$ cat config.mk
export PLATFORM = sky130hd
export DESIGN_NAME = bouncing_ball_rhythm_sequencer
export DESIGN_NICKNAME = d
export VERILOG_FILES = /design/src/design/bbrs_pkg.sv /design/src/design/bbrs_divider.sv /design/src/design/bbrs_column.sv /design/src/design/bouncing_ball_rhythm_sequencer.sv
export SDC_FILE = /design/constraint.sdc
export NUM_CORES = 1
export LEC_CHECK = 0
export ABC_AREA = 1
export BUFFER_PORTS_ARGS = -buffer_cell sky130_fd_sc_hd__buf_2
export CAP_MARGIN = 40
export CORE_ASPECT_RATIO = 1.1
export CORE_UTILIZATION = 65
export CTS_CLUSTER_DIAMETER = 100
export DETAILED_ROUTE_END_ITERATION = 10
export PLACE_DENSITY = 0.87
export SYNTH_ARGS = -nofsm -noshare
export SYNTH_HDL_FRONTEND = slang
export SYNTH_SLANG_ARGS = --single-unit
$ cat constraint.sdc
create_clock -name aclk -period 4.2 [get_ports aclk]
set_clock_uncertainty 0.1 [all_clocks]
set_input_delay 0.21 -clock aclk [delete_from_list [all_inputs] [get_ports aclk]]
set_output_delay 0.21 -clock aclk [all_outputs]
set_load 0.005 [all_outputs]
$ cat src/design/bbrs_pkg.sv
// ----------------------------------------------------------------------------
// bbrs_pkg
// Shared types and constants for the bouncing ball rhythm sequencer.
// ----------------------------------------------------------------------------
package bbrs_pkg;

    localparam int COLUMNS = 8;

    // input item modes
    localparam logic [1:0] MODE_TICK  = 2'd0;
    localparam logic [1:0] MODE_RESET = 2'd1;
    localparam logic [1:0] MODE_PAD   = 2'd2;
    localparam logic [1:0] MODE_SCENE = 2'd3;

    localparam logic [2:0] ROW_EMPTY  = 3'd7;
    localparam logic [6:0] MAX_DIVIDE = 7'd64;
    localparam logic [6:0] MIN_DIVIDE = 7'd1;

    typedef struct packed {
        logic [1:0] mode;
        logic [5:0] button_index;
    } bbrs_in_t;

    typedef struct packed {
        logic [7:0] trigger_mask;
        logic [7:0] active_mask;
        logic [7:0] mute_mask;
    } bbrs_out_t;

    // per-column command for one processed item
    typedef struct packed {
        logic       step;
        logic       clear_phase;
        logic       load;
        logic [2:0] height;
        logic       toggle_mute;
    } bbrs_col_cmd_t;

    // per-column status after the item
    typedef struct packed {
        logic trigger;
        logic active;
        logic muted;
    } bbrs_col_stat_t;

endpackage

$ cat src/design/bbrs_divider.sv
// ----------------------------------------------------------------------------
// bbrs_divider
// Divide-by-N tick counter; fires on the tick that completes a division.
// ----------------------------------------------------------------------------
module bbrs_divider (
    input  logic       aclk,
    input  logic       aresetn,
    input  logic       tick,
    input  logic       clear,
    input  logic [6:0] clock_divide,
    output logic       fire
);

    logic [5:0] count_reg;
    logic [5:0] count_next;
    logic [6:0] divide_eff;
    logic [6:0] count_inc;

    always_comb begin
        divide_eff = clock_divide;
        if (clock_divide < bbrs_pkg::MIN_DIVIDE) begin
            divide_eff = bbrs_pkg::MIN_DIVIDE;
        end else if (clock_divide > bbrs_pkg::MAX_DIVIDE) begin
            divide_eff = bbrs_pkg::MAX_DIVIDE;
        end
    end

    always_comb begin
        count_inc  = {1'b0, count_reg} + 7'd1;
        count_next = count_reg;
        fire       = 1'b0;
        if (clear) begin
            count_next = '0;
        end else if (tick) begin
            // compare after increment so a lowered divide restarts at once
            if (count_inc >= divide_eff) begin
                count_next = '0;
                fire       = 1'b1;
            end else begin
                count_next = count_inc[5:0];
            end
        end
    end

    always_ff @(posedge aclk) begin
        if (!aresetn) begin
            count_reg <= '0;
        end else begin
            count_reg <= count_next;
        end
    end

endmodule

$ cat src/design/bbrs_column.sv
// ----------------------------------------------------------------------------
// bbrs_column
// One column: ball height, phase counter modulo twice the height, mute flag.
// ----------------------------------------------------------------------------
module bbrs_column (
    input  logic                     aclk,
    input  logic                     aresetn,
    input  bbrs_pkg::bbrs_col_cmd_t  cmd,
    output bbrs_pkg::bbrs_col_stat_t stat
);

    logic [2:0] height_reg;
    logic [2:0] height_next;
    logic [3:0] phase_reg;
    logic [3:0] phase_next;
    logic       muted_reg;
    logic       muted_next;
    logic [3:0] phase_inc;
    logic       trigger;

    always_comb begin
        height_next = height_reg;
        phase_next  = phase_reg;
        muted_next  = muted_reg;
        trigger     = 1'b0;
        phase_inc   = phase_reg + 4'd1;

        if (cmd.step && (height_reg != 3'd0)) begin
            // wrap at twice the height
            if (phase_inc == {height_reg, 1'b0}) begin
                phase_next = '0;
            end else begin
                phase_next = phase_inc;
            end
            trigger = (phase_next == {1'b0, height_reg}) && !muted_reg;
        end
        if (cmd.clear_phase) begin
            phase_next = '0;
        end
        if (cmd.load) begin
            height_next = cmd.height;
            phase_next  = '0;
        end
        if (cmd.toggle_mute) begin
            muted_next = !muted_reg;
        end
    end

    always_ff @(posedge aclk) begin
        if (!aresetn) begin
            height_reg <= '0;
            phase_reg  <= '0;
            muted_reg  <= 1'b0;
        end else begin
            height_reg <= height_next;
            phase_reg  <= phase_next;
            muted_reg  <= muted_next;
        end
    end

    assign stat.trigger = trigger;
    assign stat.active  = (height_next != 3'd0);
    assign stat.muted   = muted_next;

endmodule

$ cat src/design/bouncing_ball_rhythm_sequencer.sv
// ----------------------------------------------------------------------------
// bouncing_ball_rhythm_sequencer
// Eight-column bouncing ball sequencer: clock ticks, phase reset, pad and
// scene presses in; trigger, active and mute masks out, one per item.
// ----------------------------------------------------------------------------
//   channel  | ports                    | payload
//   ---------+--------------------------+-------------------------------------
//   input    | s_valid s_ready s_data   | mode, button_index
//   result   | m_valid m_ready m_data   | trigger_mask, active_mask, mute_mask
//   config   | cfg_we cfg_wdata         | clock_divide
//
// One item per cycle sustained while the result side accepts; an input transfer passes
// the input register, then the column update into the result register.
// The eight column counters and the divider update in parallel in that stage.
// Synchronous active-low reset clears all balls, mutes, the divider count and
// sets clock_divide to 1. A stalled result holds the update stage; the input
// register still takes one item while the result waits.
// ----------------------------------------------------------------------------
module bouncing_ball_rhythm_sequencer (
    input  logic                aclk,
    input  logic                aresetn,
    input  logic                s_valid,
    output logic                s_ready,
    input  bbrs_pkg::bbrs_in_t  s_data,
    output logic                m_valid,
    input  logic                m_ready,
    output bbrs_pkg::bbrs_out_t m_data,
    input  logic                cfg_we,
    input  logic [6:0]          cfg_wdata
);

    logic [6:0]          divide_reg;
    bbrs_pkg::bbrs_in_t  in_item_reg;
    logic                in_valid_reg;
    bbrs_pkg::bbrs_out_t out_data_reg;
    logic                out_valid_reg;
    logic                advance;
    logic                do_item;
    logic                fire;
    logic [2:0]          row;
    logic [2:0]          col;
    logic [2:0]          pad_height;

    bbrs_pkg::bbrs_col_cmd_t  col_cmd  [bbrs_pkg::COLUMNS];
    bbrs_pkg::bbrs_col_stat_t col_stat [bbrs_pkg::COLUMNS];
    bbrs_pkg::bbrs_out_t      out_next;

    assign advance = !out_valid_reg || m_ready;
    assign do_item = in_valid_reg && advance;
    assign s_ready = !in_valid_reg || advance;

    // configuration register
    always_ff @(posedge aclk) begin
        if (!aresetn) begin
            divide_reg <= 7'd1;
        end else if (cfg_we) begin
            divide_reg <= cfg_wdata;
        end
    end

    // input register
    always_ff @(posedge aclk) begin
        if (!aresetn) begin
            in_valid_reg <= 1'b0;
        end else if (s_ready) begin
            in_valid_reg <= s_valid;
        end
    end

    always_ff @(posedge aclk) begin
        if (s_ready && s_valid) begin
            in_item_reg <= s_data;
        end
    end

    bbrs_divider u_divider (
        .aclk         (aclk),
        .aresetn      (aresetn),
        .tick         (do_item && (in_item_reg.mode == bbrs_pkg::MODE_TICK)),
        .clear        (do_item && (in_item_reg.mode == bbrs_pkg::MODE_RESET)),
        .clock_divide (divide_reg),
        .fire         (fire)
    );

    assign row = in_item_reg.button_index[5:3];
    assign col = in_item_reg.button_index[2:0];
    // row 7 removes the ball
    assign pad_height = (row < bbrs_pkg::ROW_EMPTY) ? (bbrs_pkg::ROW_EMPTY - row) : 3'd0;

    for (genvar c = 0; c < bbrs_pkg::COLUMNS; c++) begin : g_col
        always_comb begin
            col_cmd[c].step        = fire;
            col_cmd[c].clear_phase = do_item && (in_item_reg.mode == bbrs_pkg::MODE_RESET);
            col_cmd[c].load        = do_item && (in_item_reg.mode == bbrs_pkg::MODE_PAD)
                                     && (col == 3'(c));
            col_cmd[c].height      = pad_height;
            col_cmd[c].toggle_mute = do_item && (in_item_reg.mode == bbrs_pkg::MODE_SCENE)
                                     && (col == 3'(c));
        end

        bbrs_column u_column (
            .aclk    (aclk),
            .aresetn (aresetn),
            .cmd     (col_cmd[c]),
            .stat    (col_stat[c])
        );

        assign out_next.trigger_mask[c] = col_stat[c].trigger;
        assign out_next.active_mask[c]  = col_stat[c].active;
        assign out_next.mute_mask[c]    = col_stat[c].muted;
    end

    // result register
    always_ff @(posedge aclk) begin
        if (!aresetn) begin
            out_valid_reg <= 1'b0;
        end else if (advance) begin
            out_valid_reg <= in_valid_reg;
        end
    end

    always_ff @(posedge aclk) begin
        if (do_item) begin
            out_data_reg <= out_next;
        end
    end

    assign m_valid = out_valid_reg;
    assign m_data  = out_data_reg;

endmodule

* Word level (Yosys, flattened, before mapping)
Index checks and enable logic that the tools add are counted.
** Word-level totals
- Flip-flop bits (word level) :: 111
- Logic and storage cells :: 197
** Operators by class
- Add/subtract/negate cells :: 10
- Magnitude comparators :: 4
- Equality and inequality tests :: 26
- Muxes and demuxes :: 39
- Bitwise gates (word level) :: 1
- Reduce and logical (&&, ||, !) cells :: 77
** Operators by type and width (count)
- two-way mux 4 bit :: 16
- nonzero test 3 bit :: 16
- logical AND 1 bit :: 38
- adder 4 x 1 -> 4 bit (second input constant) :: 8
- == test 4 x 3 -> 1 bit :: 8
- == test 4 bit :: 8
- two-way mux 3 bit :: 9
- OR reduction 3 bit :: 8
- two-way mux 7 bit :: 2
- == test 3 bit (second input constant) :: 4
- two-way mux 1 bit :: 11
- zero test 1 bit :: 10
- adder 6 x 1 -> 7 bit (second input constant) :: 1
- >= comparator 7 bit :: 1
- greater-than comparator 7 bit (second input constant) :: 1
- less-than comparator 7 x 1 -> 1 bit (second input constant) :: 1
- == test 3 x 2 -> 1 bit (second input constant) :: 2
- two-way mux 6 bit :: 1
- == test 2 bit (second input constant) :: 2
- == test 3 x 1 -> 1 bit (second input constant) :: 1
- zero test 3 bit :: 1
- less-than comparator 3 bit (second input constant) :: 1
- subtractor 3 bit (first input constant) :: 1
- == test 2 x 1 -> 1 bit (second input constant) :: 1
- 4 further kinds :: 5

* Longest topological paths before layout
Gate-level depths: netlist of the first run.
- Depth after elaboration :: 11
- Depth in mapped cells :: 15
- Gate-level depth less buffers :: 15

* By module
Synthesis of the first run repeated with hierarchy kept, for this count alone.
** Unflattened totals
- Cells, all modules :: 868
- Area, all modules :: 6368.6 um^2
** By module, submodules not included
- bbrs_column :: times used 8, cells each 82, area an instance 540.5 um^2, sequential area each 160.2 um^2
- bouncing_ball_rhythm_sequencer :: times used 1, cells each 115, area an instance 1456.4 um^2, sequential area each 1141.1 um^2
- bbrs_divider :: times used 1, cells each 97, area an instance 588.1 um^2, sequential area each 120.1 um^2

* Worst setup path before layout of the first run
No wires, ideal clock.
- Kind :: reg2reg
- Start :: register u_divider.count_reg[0]
- End :: register out_data_reg (netlist bit m_data[20]), data pin
- Data arrival time :: 2.013 ns
- Path slack :: 1.835 ns
- Cell stages (with the launch flop) :: 15
- Period minus slack after synthesis :: 2.365 ns
- Cell sequence :: dfxtp_1 -> ha_1 -> nand2_1 -> nor2_1 -> xnor2_1 -> inv_1 -> ha_1 -> nand2_1 -> nand2_1 -> a21oi_2 -> nand3_4 -> nand3_4 -> nor2_2 -> nand2_1 -> nor2_1
** Between the ends
- Longest elaborated chain between the ends :: 6
** RTL lines
- start: declaration :: line bbrs_divider.sv:14 : logic [5:0] count_reg;
- start signal: assignment :: line bbrs_divider.sv:49 : count_reg <= count_next;
- adder 6 x 1 -> 7 bit :: line bbrs_divider.sv:29 : count_inc = {1'b0, count_reg} + 7'd1;
- >= comparator 7 bit :: line bbrs_divider.sv:36 : if (count_inc >= divide_eff) begin
- two-way mux 1 bit :: line bbrs_divider.sv:36
- two-way mux 1 bit :: line bbrs_divider.sv:34 : end else if (tick) begin
- two-way mux 1 bit :: line bbrs_divider.sv:32 : if (clear) begin
- logical AND 1 bit :: line bbrs_column.sv:28 : if (cmd.step && (height_reg != 3'd0)) begin
- end signal: assignment :: line bouncing_ball_rhythm_sequencer.sv:124 : out_data_reg <= out_next;
- end: declaration :: line bouncing_ball_rhythm_sequencer.sv:35 : bbrs_pkg::bbrs_out_t out_data_reg;
Every way passes these cells.
A chain may end at the register's enable or synchronous reset.

* Final worst setup path of the first run
- Start :: register u_divider.count_reg[0]
- End :: register out_data_reg (netlist bit m_data[23]), data pin
Same word-level chain as after synthesis.

==> flow_summary_export.csv, run 1 <==
group,metric,value,unit
clock_tree,clockBufferDepth,2,
yosys,synth_top_area_share,25.34,%
finish,final_cell_area,6963,µm²
drt,drt_first_pass_iters,5,
global_routing,grtUsageTotal,30.68,%
yosys,synth_ff_type,"dfxtp_1",
global_routing,grt_remaining_overflow,0,
yosys,ys_ff_latch,111,
setup_path,endpoint_kind,"flip-flop",
timing,setup_violations,0,
drt,wl,14.55,mm
setup_path,critical_path_class,"reg -> reg",
setup_path,critPathCapture,"m_data[23]$_SDFFCE_PN0P_",
clock_tree,clock_latency,0.39,ns
setup_path,startpoint_type,"flip-flop",
timing,setup_tns,0,ns
yosys,yosysMostFrequentCell,"nand2_1",
yosys,postSynthAreaPerCell,7.036,µm²
worst_hold_path,hp-class,"in -> reg",
setup_path,arrival,2.75,ns
finish,drive_above_1_share,9.853,%
yosys,ys_top_cells_by_area,"dfxtp_1, nand2_1, edfxtp_1",
timing,whs,0.03549,ns
setup_path,r2r_slack,1.50,ns
timing,hold_viol_final,0,
placed_design,dpl.cell_count,1038,
yosys,syn_area,6241,µm²
die,coreArea,9351,µm²
finish,finish.utilization,74.46,%
die,start_util,66.74,%
yosys,synth_edf_count,32,
job,maxCapViolations,0,
yosys,ys_seq_area_share,40.74,%
clock_tree,cts-root-buf,"clkbuf_8",
pwr,power_density,291.0,nW/µm²
finish,stdcell_count,1071,
finish,diodes,0,
timing,relSlewSlack,58.85,%
pwr,p_leak,3.258,nW
global_routing,grt_max_degree,26,
clock_tree,postCtsSetupRepairBufs,0,
die,dieArea,9998,µm²
placed_design,dp_slack,1.578,ns
timing,fin_crit_sh,64.28,%
timing,min_period,2.700,ns
timing,worstMarginPinSlew,0.6164,ns
yosys,yosysUniqueCellTypes,33,
clock_tree,cts_tree,"yes",
placed_design,placed_cell_area,6578,µm²
clock_tree,post_cts_resized,0,
setup_path,worstPathMaxFanout,9,
placed_design,dp_hpwl,9.936,mm
timing,rsz0062_at_grt,"no",
yosys,postSynthCellCount,887,
setup_path,critPathRequiredTime,4.25,ns
yosys,syn-num-nets,923,
status,outcome,"finished, final reports clean",
die,rows,37,
timing,fin_ws,1.500,ns
pwr,ir_drop,261.3,µV
clock_tree,htreeDepth,3,
setup_path,ff2ff_path_depth,12,
placed_design,port_buffers,45,
global_routing,grt_pass1_vias,5482,
clock_tree,cts.sinks,111,
die,ios,46,
drt,vias,5836,
drt,drc,0,
drt,drt_iter0_drc,549,
placed_design,gp_congestion,0.9196,
timing,slew_violations,0,
yosys,ys_top_cells_by_count,"nand2_1, inv_1, nor2_1, nand3_1, dfxtp_1",
pwr,finalPower,2.026,mW
die,dieWidth,95.43,µm
yosys,yosys_warnings,0,
clock_tree,cts.clk_slew.worst_paths,0.10,ns
finish,fin_nets,985,
yosys,postSynth.asyncResetShare,0,%
yosys,synth_top_area_cell,"dfxtp_1",
drt,viasPerCell,5.449,
drt,wl_per_cell,13.58,µm
clock_tree,cts_made_buffers,9,
global_routing,grt_antenna_before_repair,0,
setup_path,startpoint,"u_divider.count_reg[0]$_SDFFE_PP0P_",
setup_path,r2r_end,"m_data[23]$_SDFFCE_PN0P_",
setup_path,r2r-start,"u_divider.count_reg[0]$_SDFFE_PP0P_",
timing,max_freq,0.3704,GHz
die,dieHeight,104.8,µm
drt,ant_nets,0,
finish,area_growth,11.57,%
finish,largest_register_ffs,32,
global_routing,grt_pass1_wl,23.74,mm
==> timing repair <==
action,CTS,global route
hold endpoints to repair,16,0
setup endpoints to repair,0,0
hold buffers,17,0
==> cell usage in the layout (no fill, tap or decap), types with 2 or more instances in the layout <==
cell,count
nand4_1,16
a21oi_1,33
ha_1,16
nand3_1,84
nand2_1,282
buf_2,45
o21ai_0,32
clkinv_4,2
edfxtp_1,32
nor2_2,2
inv_1,121
o22ai_1,5
nor2_1,89
xnor2_1,9
clkbuf_16,2
xor2_1,11
nand2_4,2
clkbuf_8,9
nand3_4,9
a21boi_1,12
nor3_1,17
dfxtp_1,79
dlygate4sd3_1,17
nand2_2,5
inv_2,9
inv_6,2
==> final cells by class <==
cell class / count / area (µm²)
clock buffer: 11 / 173.9
clock inverter: 5 / 41.29
fill: 721 / 2389
inverter: 132 / 508.0
multi-input combinational: 632 / 3128
sequential: 111 / 2542
tap: 117 / 146.4
timing repair buffer: 63 / 422.9
==> cell families (layout without fill, tap and decap cells) <==
kind of cell	Yosys count	count (layout)	share of synthesized area [%]
AOI/OAI and AO/OA	84	84	7.418
xor gates and xnor gates	20	20	2.807
adders and majority gates	16	16	3.208
buffers and inverters	144	211	9.142
DFF	111	111	40.74
and+or+nand+nor	512	512	36.69
==> worst min path at each step <==
stage,start,endpoint,cells after the start
3_3_place_gp,s_data[1],col[1]$_DFFE_PP_,1
4_1_cts,aresetn,divide_reg[1]$_SDFFE_PN0P_,3
2_1_floorplan,s_data[0],col[0]$_DFFE_PP_,0
3_5_place_dp,s_data[4],in_item_reg[4]$_DFFE_PP_,1
6_report,aresetn,divide_reg[5]$_SDFFE_PN0P_,3
5_1_grt,aresetn,divide_reg[4]$_SDFFE_PN0P_,3
==> worst max-delay path: stages (launching register included) <==
cell,delay (ns)
dfxtp_1,0.41
ha_1,0.20
nand2_1,0.08
nor3b_1,0.34
ha_1,0.30
nand2_1,0.09
inv_1,0.07
a21oi_2,0.17
nand3_4,0.32
nand3_4,0.20
nor2_1,0.06
nand2_1,0.08
nor2_1,0.04
==> report_power, final <==
| group | switching [mW] | internal (mW) |
|---|---|---|
| clock network | 0.390 | 0.295 |
| logic | 0.130 | 0.0679 |
| registers | 0.0178 | 1.13 |
| total | 0.538 | 1.49 |
==> layer usage <==
layer / share of wire, % / track usage [%] / vias up
li1: - / - / 2968
met1: 42 / 36.59 / 2627
met2: 49 / 52.55 / 200
met3: 5.4 / 3.566 / 41
met4: 3.5 / 17.16 / 0
met5: 0 / 0 / -
Power figures use the tool's default switching activity.
==> run 2, diff against run 1 <==
- ABC_AREA: 1 -> 0
- CORE_UTILIZATION: 65 -> 61
- PLACE_DENSITY: 0.87 -> 0.83
- clock period: 4.2 -> 2.59 ns (I/O delays scaled with it)
==> flow_summary_export.csv, run 2 <==
group,metric,value,unit
finish,largest_register_ffs,32,
placed_design,placed_cell_area,6714,µm²
timing,setup_tns,0,ns
timing,max_freq,0.3984,GHz
yosys,postSynthCellCount,685,
global_routing,grt_max_degree,43,
global_routing,grt_antenna_before_repair,0,
finish,final_cell_mix,"dfxtp_1, nand2_1, a21oi_1, o21ai_0, buf_2",
pwr,ir_drop,291.6,µV
setup_path,arrival,2.63,ns
clock_tree,htreeDepth,3,
global_routing,grtUsageTotal,29.14,%
finish,stdcell_count,867,
yosys,ys_seq_area_share,40.02,%
clock_tree,clockBufferDepth,2,
setup_path,worstPathMaxFanout,6,
yosys,yosysMostFrequentCell,"dfxtp_1",
yosys,yosysUniqueCellTypes,62,
placed_design,dp_hpwl,10.38,mm
pwr,p_leak,2.705,nW
drt,drc,0,
finish,diodes,0,
setup_path,critPathRequiredTime,2.71,ns
clock_tree,cts.sinks,111,
drt,wl,14.84,mm
drt,drt_iter0_drc,462,
yosys,yosys_warnings,0,
global_routing,grt_pass1_vias,5188,
die,coreArea,9985,µm²
yosys,synth_ff_type,"dfxtp_1",
yosys,syn-num-nets,721,
finish,mostFrequentLayoutCell,"dfxtp_1",
timing,worstMarginPinSlew,0.7091,ns
setup_path,endpoint_kind,"flip-flop",
finish,fin_nets,778,
drt,vias,5390,
die,ios,46,
placed_design,dpl.cell_count,834,
setup_path,critical_path_class,"reg -> reg",
yosys,postSynthAreaPerCell,9.273,µm²
timing,setup_violations,0,
setup_path,startpoint_type,"flip-flop",
clock_tree,cts-root-buf,"clkbuf_8",
global_routing,grt_remaining_overflow,0,
yosys,ys_top_cells_by_area,"dfxtp_1, edfxtp_1, xnor2_1",
die,rows,38,
finish,area_growth,12.11,%
placed_design,dp_slack,-0.06662,ns
drt,viasPerCell,6.217,
yosys,ys_top_cells_by_count,"dfxtp_1, nand2_1, a21oi_1, o21ai_0, and2_1",
finish,drive_above_1_share,13.92,%
drt,wl_per_cell,17.12,µm
yosys,synth_top_area_share,24.90,%
pwr,power_density,448.1,nW/µm²
die,start_util,63.62,%
timing,rsz0062_at_grt,"yes",
clock_tree,cts.clk_slew.worst_paths,0.10,ns
placed_design,port_buffers,45,
setup_path,crit_chain,"ha_2, buf_4, xor2_1, ha_1, a21o_1, a31oi_2, o21a_4, or4_1, nor3_2",
drt,drt_first_pass_iters,7,
die,dieWidth,99.30,µm
finish,n_fill_cell,744,
timing,min_period,2.510,ns
die,dieArea,10830,µm²
setup_path,slowest_delay,0.52,ns
worst_hold_path,hp-class,"in -> reg",
finish,final_cell_area,7122,µm²
clock_tree,cts_tree,"yes",
job,maxCapViolations,0,
yosys,ys_ff_latch,111,
yosys,synth_top_area_cell,"dfxtp_1",
setup_path,cp_slowest_cell,"or4_1",
yosys,syn_area,6352,µm²
timing,hold_viol_final,0,
timing,relSlewSlack,52.33,%
timing,slew_violations,0,
yosys,synth_edf_count,32,
die,dieHeight,109.0,µm
yosys,postSynth.asyncResetShare,0,%
placed_design,gp_congestion,0.9165,
global_routing,grt_pass1_wl,24.69,mm
timing,fin_ws,0.07995,ns
status,outcome,"finished, final reports clean",
clock_tree,clock_latency,0.38,ns
timing,fin_crit_sh,96.91,%
drt,ant_nets,0,
clock_tree,cts_made_buffers,9,
-- run 2: changes by cell type after synthesis, sizes merged, moves of 26 or more --
cell   before  now
inv       130   20
xnor2       9   35
nor2       92   31
and2        0   37
nand3      94   29
nand2     289   57
-- run 2: critical path, delay by kind of cell (launching register included) --
kind / cells / cell delay (ns)
simple gates: 2 / 0.65
compound gates: 3 / 0.43
fa+ha+maj: 2 / 0.50
buf+inv: 1 / 0.15
flops: 1 / 0.37
xor+xnor: 1 / 0.15
-- run 2: cell type report --
class | instances | area, µm² | share of cell area (%)
well taps | 120 | 150.1 | 2.108
repair buffers | 81 | 539.3 | 7.572
clock buffers | 13 | 148.9 | 2.091
flip-flops and latches | 111 | 2549 | 35.79
multi-input cells | 519 | 3617 | 50.79
clock inverters | 3 | 42.54 | 0.5973
inverters | 20 | 75.07 | 1.054
-- run 2: logic make-up (layout without fill, tap and decap cells) --
family / Yosys count / after routing / share of synthesized area, %
buf+inv: 55 / 117 / 3.703
mux: 25 / 25 / 4.294
fa+ha+maj: 16 / 16 / 3.151
xor+xnor: 68 / 68 / 11.54
simple gates: 262 / 262 / 22.99
flops: 111 / 111 / 40.02
compound gates: 148 / 148 / 14.30
-- run 2: stage by stage --
step                utilization, %  hold WS (ns)  total power, mW
detailed placement           67.24        0.2076            2.152
finish                       71.33       0.02148            3.191
global placement             67.24        0.2058            2.139
CTS                          70.81       0.01521            3.196
global route                 71.33       0.01610            3.310
floorplan                        -        0.1284            2.035
-- run 2: routing by layer --
metal | routed length, µm | GRT usage, % | part of all wire (%)
met4 | 373 | 11.24 | 2.5
met2 | 7438 | 52.58 | 50
met3 | 806 | 4.551 | 5.4
met5 | 0 | 0 | 0
met1 | 6225 | 34.98 | 42
-- run 2: what timing repair did --
action,CTS,global route
hold buffers,16,0
endpoints found under the hold margin,16,0
pin swaps,0,3
gates resized for setup,4,10
buffers inserted,0,1
endpoints found under the setup margin,9,33
-- run 2: path summary, 6_finish.rpt --
check                                                    startpoint                                   to  slack [ns]  cells past startpoint
worst max-delay path            u_divider.count_reg[0]$_SDFFE_PP0P_             m_data[19]$_SDFFCE_PN0P_        0.08                      9
worst min-delay path                                        m_ready                 m_valid$_SDFFE_PN0P_        0.02                      3
worst max register to register  u_divider.count_reg[0]$_SDFFE_PP0P_             m_data[19]$_SDFFCE_PN0P_        0.08                      9
worst min register to register  u_divider.count_reg[1]$_SDFFE_PP0P_  u_divider.count_reg[1]$_SDFFE_PP0P_        0.40                      2
-- run 2: power breakdown --
part / total (mW) / switching [mW] / internal [mW]
registers: 1.85 / 0.0291 / 1.82
logic: 0.300 / 0.183 / 0.117
clock network: 1.05 / 0.571 / 0.474
total: 3.19 / 0.783 / 2.41
